**config.mk**
```make
export PLATFORM = sky130hd
export DESIGN_NAME = gps_binary_frame_parser_top
export DESIGN_NICKNAME = d
export VERILOG_FILES = /design/src/hdl/gbfp_pkg.sv /design/src/hdl/gbfp_day_ms.sv /design/src/hdl/gps_binary_frame_parser_top.sv
export SDC_FILE = /design/constraint.sdc
export NUM_CORES = 2
export LEC_CHECK = 0
export BUFFER_PORTS_ARGS = -buffer_cell sky130_fd_sc_hd__buf_2
export CAP_MARGIN = 20
export CELL_PAD_IN_SITES_DETAIL_PLACEMENT = 0
export CELL_PAD_IN_SITES_GLOBAL_PLACEMENT = 1
export CORE_MARGIN = 4
export CORE_UTILIZATION = 30
export DETAILED_ROUTE_END_ITERATION = 16
export GPL_TIMING_DRIVEN = 0
export HOLD_SLACK_MARGIN = 0.15
export PLACE_DENSITY = 0.52
export SYNTH_ARGS = -nofsm -noshare
export SYNTH_HDL_FRONTEND = slang
export SYNTH_SLANG_ARGS = --single-unit
```
**constraint.sdc**
```tcl
create_clock -name clock -period 17.5 [get_ports clock]
set_input_delay 3.5 -clock clock [delete_from_list [all_inputs] [get_ports clock]]
set_output_delay 3.5 -clock clock [all_outputs]
set_load 0.03 [all_outputs]
```
**src/hdl/gbfp_pkg.sv**
```systemverilog
// Shared constants of the GPS binary frame parser.
// Used by the top level.
package gbfp_pkg;

   localparam logic [7:0] SYNC_FIRST     = 8'hD0;
   localparam logic [7:0] SYNC_SECOND    = 8'hDD;
   localparam logic [7:0] FIX_CODE_RESET = 8'd3;

   // Frame position codes
   localparam logic [5:0] POS_IDLE        = 6'd0;
   localparam logic [5:0] POS_SYNC2       = 6'd1;
   localparam logic [5:0] POS_TIME_DONE   = 6'd33;
   localparam logic [5:0] POS_PAYLOAD_END = 6'd34;
   localparam logic [5:0] POS_CKA         = 6'd35;
   localparam logic [5:0] POS_LAST        = 6'd36;

   // Payload bytes held in the shift line (frame positions 2..34)
   localparam int SHIFT_DEPTH = 33;

endpackage

```
**src/hdl/gbfp_day_ms.sv**
```systemverilog
// Staged converter from an hhmmssmmm time word to milliseconds of day.
// Stands alone; the top level advances it on the frame's trailing bytes.
module gbfp_day_ms (
   input  logic        clock,
   input  logic        load,
   input  logic        step_hour,
   input  logic        step_min,
   input  logic [31:0] time_word,
   output logic [31:0] value
);

   localparam logic [31:0] HOUR_DIV   = 32'd10000000;
   localparam logic [31:0] HOUR_MS    = 32'd3600000;
   localparam logic [31:0] MIN_NET_MS = 32'd40000;     // 100000 out, 60000 back in
   localparam logic [25:0] HOUR_RECIP = 26'd56294996;  // ceil(2^42 / 78125)
   localparam logic [19:0] MIN_RECIP  = 20'd687195;    // ceil(2^31 / 3125)

   logic [8:0]  hours_ff, hours_in;
   logic [31:0] rem_ff, rem_in;
   logic [31:0] hour_ms_ff, hour_ms_in;
   logic [6:0]  mins_ff, mins_in;
   logic [50:0] hour_prod;
   logic [38:0] min_prod;

   // hours = floor(t / 10^7) = floor((t >> 7) / 78125), exact for any 25-bit input
   assign hour_prod = time_word[31:7] * HOUR_RECIP;
   assign hours_in  = hour_prod[50:42];

   // Drop the hours; the remainder stays below 10^7
   assign rem_in     = rem_ff - {23'd0, hours_ff} * HOUR_DIV;
   assign hour_ms_in = {23'd0, hours_ff} * HOUR_MS;

   // minutes = floor(r / 10^5) = floor((r >> 5) / 3125), exact for any remainder below 10^7
   assign min_prod = rem_ff[23:5] * MIN_RECIP;
   assign mins_in  = min_prod[37:31];

   // hours*3600000 + mins*60000 + (r - mins*100000)
   assign value = hour_ms_ff + rem_ff - {25'd0, mins_ff} * MIN_NET_MS;

   always_ff @(posedge clock) begin
      if (load) begin
         hours_ff <= hours_in;
         rem_ff   <= time_word;
      end else if (step_hour) begin
         rem_ff     <= rem_in;
         hour_ms_ff <= hour_ms_in;
      end
      if (step_min) mins_ff <= mins_in;
   end

endmodule

```
**src/hdl/gps_binary_frame_parser_top.sv**
```systemverilog
// Top level of the GPS binary frame parser with Fletcher-8 check.
// Depends on gbfp_pkg and gbfp_day_ms.
//
// Usage:
//   req_ channel: one received serial byte per transfer (req_valid high,
//   req_stall low). Bytes are framed: 0xD0 opens a frame, other bytes are
//   dropped until 0xDD, then 35 more bytes follow; the last of them yields
//   one result on the rsp_ channel.
//   rsp_ channel: one record per completed frame. checksum_ok and
//   position_valid flag a good frame; a failed frame repeats the last good
//   record with both flags low.
//   Output: the result is on rsp_ in the cycle after a frame's last byte is
//   taken, good or failed. The time-of-day conversion advances in stages on
//   the transfers of bytes 33..35, so the last byte only adds the final sum.
//   Throughput: one byte per cycle unless stalled; at most one result per 37 bytes.
//   Stall: a held result stays on rsp_ until transferred. Only the last byte
//   of a frame is stalled, and only while the previous result still waits;
//   every other byte is taken at once.
//   Reset: clears framing, sums and the held record, and loads fix code 3.
//   csr_: write csr_wr_data into the full-fix code when csr_wr_en is high.
module gps_binary_frame_parser_top (
   input  logic               clock,
   input  logic               reset,
   input  logic               csr_wr_en,
   input  logic [7:0]         csr_wr_data,
   input  logic               req_valid,
   output logic               req_stall,
   input  logic [7:0]         req_rx_byte,
   output logic               rsp_valid,
   input  logic               rsp_stall,
   output logic               rsp_checksum_ok,
   output logic               rsp_position_valid,
   output logic signed [31:0] rsp_latitude,
   output logic signed [31:0] rsp_longitude,
   output logic [31:0]        rsp_altitude_cm,
   output logic [31:0]        rsp_speed_raw,
   output logic [31:0]        rsp_heading_raw,
   output logic [7:0]         rsp_satellite_count,
   output logic [7:0]         rsp_fix_type,
   output logic [31:0]        rsp_fix_date,
   output logic [31:0]        rsp_day_milliseconds,
   output logic [15:0]        rsp_hdop
);
   import gbfp_pkg::*;

   logic [7:0]  fix_code_ff;
   logic [5:0]  pos_ff, pos_in;
   logic [7:0]  sum1_ff, sum1_in;
   logic [7:0]  sum2_ff, sum2_in;
   logic [7:0]  cka_ff;
   logic [7:0]  shift_ff [SHIFT_DEPTH];

   // Held record, shown on the rsp_ ports
   logic [31:0] lat_ff, lon_ff, alt_ff, spd_ff, hdg_ff, date_ff, dms_ff;
   logic [7:0]  sat_ff, fix_ff;
   logic [15:0] hdop_ff;

   logic        rsp_valid_ff, rsp_valid_in;
   logic        ok_ff, pv_ff;

   logic        req_xfer, rsp_xfer;
   logic        last_xfer, frame_ok, good_xfer;
   logic        shift_en;
   logic        dms_load, dms_step_hour, dms_step_min;
   logic [31:0] time_word;
   logic [31:0] dms_value;

   assign req_stall = (pos_ff == POS_LAST) && rsp_valid_ff;
   assign req_xfer  = req_valid && !req_stall;
   assign rsp_xfer  = rsp_valid_ff && !rsp_stall;

   assign last_xfer = req_xfer && (pos_ff == POS_LAST);
   assign frame_ok  = (sum1_ff == cka_ff) && (sum2_ff == req_rx_byte);
   assign good_xfer = last_xfer && frame_ok;
   assign shift_en  = req_xfer && (pos_ff > POS_SYNC2) && (pos_ff <= POS_PAYLOAD_END);

   // Advance the time conversion on the transfers of bytes 33, 34 and 35
   assign dms_load      = req_xfer && (pos_ff == POS_TIME_DONE);
   assign dms_step_hour = req_xfer && (pos_ff == POS_PAYLOAD_END);
   assign dms_step_min  = req_xfer && (pos_ff == POS_CKA);

   // While byte 33 is offered, frame positions 29..32 sit at entries 29..32
   assign time_word = {shift_ff[32], shift_ff[31], shift_ff[30], shift_ff[29]};

   // Framing and Fletcher-8 sums
   always_comb begin
      pos_in  = pos_ff;
      sum1_in = sum1_ff;
      sum2_in = sum2_ff;
      if (req_xfer) begin
         if (pos_ff == POS_IDLE) begin
            if (req_rx_byte == SYNC_FIRST) pos_in = POS_SYNC2;
         end else if (pos_ff == POS_SYNC2) begin
            // Drop anything but the second sync byte and keep waiting
            if (req_rx_byte == SYNC_SECOND) begin
               pos_in  = pos_ff + 6'd1;
               sum1_in = 8'd0;
               sum2_in = 8'd0;
            end
         end else if (pos_ff == POS_LAST) begin
            pos_in  = POS_IDLE;
            sum1_in = 8'd0;
            sum2_in = 8'd0;
         end else begin
            pos_in = pos_ff + 6'd1;
            if (pos_ff <= POS_PAYLOAD_END) begin
               sum1_in = sum1_ff + req_rx_byte;
               sum2_in = sum2_ff + sum1_ff + req_rx_byte;
            end
         end
      end
   end

   // Result flag: set by the last byte of any frame; drop it on transfer
   always_comb begin
      rsp_valid_in = rsp_valid_ff;
      if (rsp_xfer) rsp_valid_in = 1'b0;
      if (last_xfer) rsp_valid_in = 1'b1;
   end

   always_ff @(posedge clock) begin
      if (reset) begin
         fix_code_ff  <= FIX_CODE_RESET;
         pos_ff       <= POS_IDLE;
         sum1_ff      <= 8'd0;
         sum2_ff      <= 8'd0;
         rsp_valid_ff <= 1'b0;
         ok_ff        <= 1'b0;
         pv_ff        <= 1'b0;
         lat_ff       <= 32'd0;
         lon_ff       <= 32'd0;
         alt_ff       <= 32'd0;
         spd_ff       <= 32'd0;
         hdg_ff       <= 32'd0;
         sat_ff       <= 8'd0;
         fix_ff       <= 8'd0;
         date_ff      <= 32'd0;
         dms_ff       <= 32'd0;
         hdop_ff      <= 16'd0;
      end else begin
         if (csr_wr_en) fix_code_ff <= csr_wr_data;
         pos_ff       <= pos_in;
         sum1_ff      <= sum1_in;
         sum2_ff      <= sum2_in;
         rsp_valid_ff <= rsp_valid_in;
         if (last_xfer) begin
            ok_ff <= frame_ok;
            pv_ff <= frame_ok && (shift_ff[22] == fix_code_ff);
         end
         // Decode the little-endian fields of a good frame
         if (good_xfer) begin
            lat_ff  <= {shift_ff[4],  shift_ff[3],  shift_ff[2],  shift_ff[1]};
            lon_ff  <= {shift_ff[8],  shift_ff[7],  shift_ff[6],  shift_ff[5]};
            alt_ff  <= {shift_ff[12], shift_ff[11], shift_ff[10], shift_ff[9]};
            spd_ff  <= {shift_ff[16], shift_ff[15], shift_ff[14], shift_ff[13]};
            hdg_ff  <= {shift_ff[20], shift_ff[19], shift_ff[18], shift_ff[17]};
            sat_ff  <= shift_ff[21];
            fix_ff  <= shift_ff[22];
            date_ff <= {shift_ff[26], shift_ff[25], shift_ff[24], shift_ff[23]};
            dms_ff  <= dms_value;
            hdop_ff <= {shift_ff[32], shift_ff[31]};
         end
      end
   end

   // Payload shift line: after position 34, entry k holds frame byte k+2
   always_ff @(posedge clock) begin
      if (shift_en) begin
         for (int k = 0; k < SHIFT_DEPTH - 1; k++) shift_ff[k] <= shift_ff[k+1];
         shift_ff[SHIFT_DEPTH-1] <= req_rx_byte;
      end
      if (req_xfer && (pos_ff == POS_CKA)) cka_ff <= req_rx_byte;
   end

   gbfp_day_ms u_day_ms (
      .clock     (clock),
      .load      (dms_load),
      .step_hour (dms_step_hour),
      .step_min  (dms_step_min),
      .time_word (time_word),
      .value     (dms_value)
   );

   assign rsp_valid            = rsp_valid_ff;
   assign rsp_checksum_ok      = ok_ff;
   assign rsp_position_valid   = pv_ff;
   assign rsp_latitude         = signed'(lat_ff);
   assign rsp_longitude        = signed'(lon_ff);
   assign rsp_altitude_cm      = alt_ff;
   assign rsp_speed_raw        = spd_ff;
   assign rsp_heading_raw      = hdg_ff;
   assign rsp_satellite_count  = sat_ff;
   assign rsp_fix_type         = fix_ff;
   assign rsp_fix_date         = date_ff;
   assign rsp_day_milliseconds = dms_ff;
   assign rsp_hdop             = hdop_ff;

endmodule

```
; After elaboration in Yosys (flattened, before gate mapping)
; Memory sizes are Yosys's and may differ from the RTL's.
; Index checks and enable logic that the tools add are counted.
[word_totals]
n_memories = 1
mem_bits_rw = 264
reg_bits = 369
elab_cells = 91
[memory_table]
columns = name, depth, width, read_ports, rd_ports_with_merged_regs, wr, line_no
row1 = shift_ff, 33, 8, 32, 0, 33, gps_binary_frame_parser_top.sv:51  ; logic [7:0] shift_ff [SHIFT_DEPTH];
[op_classes]
bitwise = 2
eq_ne = 13
reduce_logical = 21
mux = 18
order_cmp = 2
addsub = 7
multipliers = 5
[op_table]
columns = op, n
row1 = 32-bit two-way mux, 2
row2 = 8-bit two-way mux, 7
row3 = 25-bit by 24-bit multiplier with 49-bit output (second input constant), 1
row4 = 19-bit by 20-bit multiplier with 38-bit output (second input constant), 1
row5 = 31-bit by 32-bit adder with 32-bit output, 1
row6 = 32-bit by 23-bit subtractor with 32-bit output, 1
row7 = 32-bit subtractor, 1
row8 = 6-bit two-way mux, 5
row9 = 9-bit by 17-bit multiplier with 25-bit output (second input constant), 1
row10 = 8-bit adder, 3
row11 = 6-bit == test (second input constant), 4
row12 = 8-bit == test, 3
row13 = 9-bit by 15-bit multiplier with 24-bit output (second input constant), 1
row14 = 7-bit by 10-bit multiplier with 17-bit output (second input constant), 1
row15 = 8-bit == test (second input constant), 2
row16 = 1-bit logical AND, 12
row17 = 6-bit by 1-bit adder with 6-bit output (second input constant), 1
row18 = 6-bit by 1-bit == test with 1-bit output (second input constant), 1
row19 = 6-bit by 1-bit greater-than comparator with 1-bit output (second input constant), 1
row20 = 6-bit less-or-equal comparator (second input constant), 1
row21 = 6-bit logical NOT, 1
row22 = 1-bit two-way mux, 4
row23 = 2-bit by 1-bit != test with 1-bit output (second input constant), 2
row24 = 4-bit AND reduction, 1
row25 = 7 further kinds, 10

; Depth between registers and ports, before layout
[logic_depth]
word_depth = 8
mapped_depth = 28

; Modules after synthesis
; From an unflattened synthesis, not the netlist that was laid out.
[hier_totals]
hier_cells = 4527
area_unflattened_um2 = 48033.6
[modules_own_cells]
columns = mod, cells_each, instances, area_per_inst_um2
row1 = gbfp_day_ms, 2905, 1, 28912.7
row2 = gps_binary_frame_parser_top, 1622, 1, 19120.8

; Least setup slack after synthesis
; No wires, ideal clock.
[synth_path]
path_type = input-to-reg
startpoint = in req_valid
endpoint = mem shift_ff[12][4] (netlist: shift_ff[0][100]) (enable)
setup_ps = 720
path_slack_ps = 5570
arrival_time_ps = 11209
cell_stages = 4
n_path_buf = 2
cell_sequence = nor2b_1 -> and3_1 -> clkbuf_1 -> clkbuf_1
[synth_rtl]
columns = item, line_no
row1 = "start, declared", gps_binary_frame_parser_top.sv:26  ; input logic req_valid,
row2 = "end, declared", gps_binary_frame_parser_top.sv:51

==> impl_metrics.env <==
export IMPL_grt_max_degree=55
export IMPL_final_nets=6017
export IMPL_drive_above_1_share_pct=8.45
export IMPL_clk_latency_ns=0.66
export IMPL_grt_pass1_vias=33390
export IMPL_cts_hold_buf=0
export IMPL_yosys_top_cells_area="fa_1 (23%), edfxtp_1 (21%), ha_1 (16%), dfxtp_1 (12%), inv_1 (6.7%)"
export IMPL_outcome="completed"
export IMPL_slew_limit_headroom_pct=24.7
export IMPL_grt_ovfl_total=0
export IMPL_portBuffers=278
export IMPL_cts_sinks=625
export IMPL_final_util_pct=34.5
export IMPL_critPathCapture="u_day_ms.hours_ff[3]"
export IMPL_worst_slew_pin_transition_ns=1.13
export IMPL_rows=145
export IMPL_cp_data_required_time_ns=17.89
export IMPL_core_area_um2=157000
export IMPL_cts_tree="done"
export IMPL_cts_buffer_depth=3
export IMPL_p_sw_share_pct=23.6
export IMPL_reg2regPathDepth=21
export IMPL_final_antenna_net_count=0
export IMPL_total_leakage_power_nw=24.5
export IMPL_rsz0062_at_grt="false"
export IMPL_grtUsageTotal_pct=17.2
export IMPL_p_int_mw=2.46
export IMPL_syn_nets=5655
export IMPL_reg2reg_slack_ns=9.68
export IMPL_routed_wirelength_mm=140
export IMPL_place_ws_ns=9.55
export IMPL_netlist_area_leader_share_pct=23.4
export IMPL_hp_class="reg -> reg"
export IMPL_drv_cap=0
export IMPL_synth_avg_cell_area_um2=10.6
export IMPL_post_drt_wl_per_cell_um=20.2
export IMPL_viasPerCell=4.56
export IMPL_dieArea_um2=165000
export IMPL_die_height_um=406
export IMPL_ys_ff_latch=625
export IMPL_remaining_drc_errors=0
export IMPL_place_inst=6817
export IMPL_initial_core_util_pct=30.3
export IMPL_clk_pin_slew_ns=0.06
export IMPL_dr_first_iter_drc_count=1492
export IMPL_fmax_mhz=128
export IMPL_gp_congestion=0.835
export IMPL_synth_flop_cell="edfxtp_1"
export IMPL_antenna_found_initial=0
export IMPL_setup_viol=0
export IMPL_p_per_area_nw_per_um2=59.5
export IMPL_yosysTopAreaCell="fa_1"
export IMPL_vdd_drop_max_mv=0.0617
export IMPL_timing_setup_tns_ns=0
export IMPL_cts_inserted_buffers=71
export IMPL_worst_slack_ns=9.68
export IMPL_hold_viol_final=0
export IMPL_clock_root_buffer="clkbuf_16"
export IMPL_h_tree_depth=3
export IMPL_netlist_instances=4470
export IMPL_worst_ep_arrival_time_ns=8.21
export IMPL_async_flop_share_pct=0
export IMPL_critPathLaunchType="flip-flop"
export IMPL_stdcell_area_um2=54100
export IMPL_whs_ns=0.421
export IMPL_clkPwrFrac_pct=47.5
export IMPL_postCtsSetupRepairBufs=0
export IMPL_clock_skew_ns=0.0363
export IMPL_crit_type="reg -> reg"
export IMPL_critical_path_startpoint="shift_ff[0][257]"
export IMPL_syn_area_um2=47500
export IMPL_comb_power_share_pct=4.8
export IMPL_syn_to_final_growth_pct=14.0
export IMPL_period_share_pct=44.7
export IMPL_switchingPower_mw=0.760
export IMPL_endpoint_kind="flip-flop"
export IMPL_ioPinCount=281
export IMPL_die_width_um=406
export IMPL_fin_crit_ns=7.82
export IMPL_ys_seq_area_share_pct=33.4
export IMPL_maxSlewViolCount=0
export IMPL_dpl_cell_area_um2=51700
export IMPL_synth_edf_count=336
export IMPL_synth_yosys_warnings=0
export IMPL_synthDistinctLibCells=74
export IMPL_dr_pass1_iters=5
export IMPL_layout_cells_non_filler=6949
export IMPL_seq_power_share_pct=47.7
export IMPL_regToRegStartpoint="shift_ff[0][257]"
export IMPL_crit_fanout=11
export IMPL_grt_pass1_wl_mm=213
export IMPL_cts_resized_gates=0
export IMPL_vias=31711
export IMPL_dp_hpwl_mm=116
export IMPL_rr_endpoint="u_day_ms.hours_ff[3]"
export IMPL_power_mw=3.22
synthesized netlist by cell type, drive strengths merged, types with 59 or more instances:
master / count
inv: 842
a21o: 59
edfxtp: 336
xnor2: 90
ha: 609
fa: 555
o21ai: 84
nor2: 110
nand2: 575
dfxtp: 289
clkbuf: 106
a21oi: 385
layout by cell type, fill, tap and decap left out, types with 109 or more instances in the layout:
master,Yosys,final
fa_1,555,555
clkbuf_1,106,119
buf_2,0,278
dfxtp_1,289,289
a21oi_1,385,385
inv_1,842,842
edfxtp_1,336,336
nand2_1,574,574
nor2_1,109,109
ha_1,609,609
worst min-delay path by stage:
stage / depth (start not counted) / slack, ns / startpoint / endpoint
floorplan: 0 / 0.40 / shift_ff[0][216] / shift_ff[0][208]
CTS: 0 / 0.43 / shift_ff[0][227] / shift_ff[0][219]
detailed placement: 0 / 0.41 / shift_ff[0][222] / shift_ff[0][214]
finish: 0 / 0.42 / shift_ff[0][227] / shift_ff[0][219]
global route: 0 / 0.43 / shift_ff[0][224] / shift_ff[0][216]
global placement: 0 / 0.40 / shift_ff[0][226] / shift_ff[0][218]
flip-flops by register name (all words and copies together), names as in the netlist, 9 cells and up:
register,cells
rsp_altitude_cm,32
rsp_day_milliseconds,32
rsp_fix_date,32
rsp_hdop,16
rsp_heading_raw,32
rsp_latitude,32
rsp_longitude,32
rsp_speed_raw,32
shift_ff,256
u_day_ms.hour_ms_ff,24
u_day_ms.hours_ff,9
u_day_ms.rem_ff,32
area by class of cell:
type	count	area [µm²]
plain buffers	110	418
diodes	1	2.50
flip-flops and latches	625	15900
inverters	842	3160
well taps	2058	2570
fillers	16152	103000
multi-input cells	2893	28000
repair buffers	289	1630
clock inverters	38	470
clock buffers	93	1930
power by group through the flow:
stage / clock (mW) / sequential [mW] / combinational (mW)
2_1_floorplan: 0 / 1.57 / 0.102
3_3_place_gp: 0 / 1.57 / 0.159
3_5_place_dp: 0 / 1.57 / 0.159
4_1_cts: 1.58 / 1.54 / 0.161
5_1_grt: 1.64 / 1.53 / 0.180
6_report: 1.53 / 1.54 / 0.156
cells by family (layout without fill, tap and decap cells):
family / after synthesis / after routing / share of synthesized area (%)
buffers and inverters: 952 / 1372 / 7.53
other: 0 / 1 / 0
multiplexers: 13 / 13 / 0.274
adder cells (fa/ha/maj): 1164 / 1164 / 39.5
flip-flops: 625 / 625 / 33.4
AO/OA/AOI/OAI: 689 / 689 / 8.58
XOR/XNOR: 148 / 148 / 2.73
AND/OR/NAND/NOR: 879 / 879 / 7.97
layer usage:
layer  GRT usage (%)  routed length (µm)  share of wire, %  up-vias
li1                -                   -                 -    15355
met1            23.2               64400                46    15822
met2            29.9               69300                49      411
met3            2.05                3900               2.8      123
met4            3.50                2890               2.1        0
met5               0                   0                 0        -
worst max-delay path: stages, from the launching register on:
cell and delay [ns]:
edfxtp_1 0.92, fa_1 0.58, fa_1 0.55, inv_1 0.06, fa_1 0.49, inv_1 0.05
fa_1 0.55, fa_1 0.43, fa_1 0.49, inv_1 0.05, fa_1 0.49, inv_1 0.05
ha_1 0.28, a21oi_1 0.49, nor2_1 0.11, a2111oi_0 0.41, o211ai_1 0.14, a21oi_1 0.55
nand2b_1 0.19, nand2_1 0.07, a311oi_1 0.33, xnor2_1 0.29
Note: power is estimated with default switching activity, not from simulation.
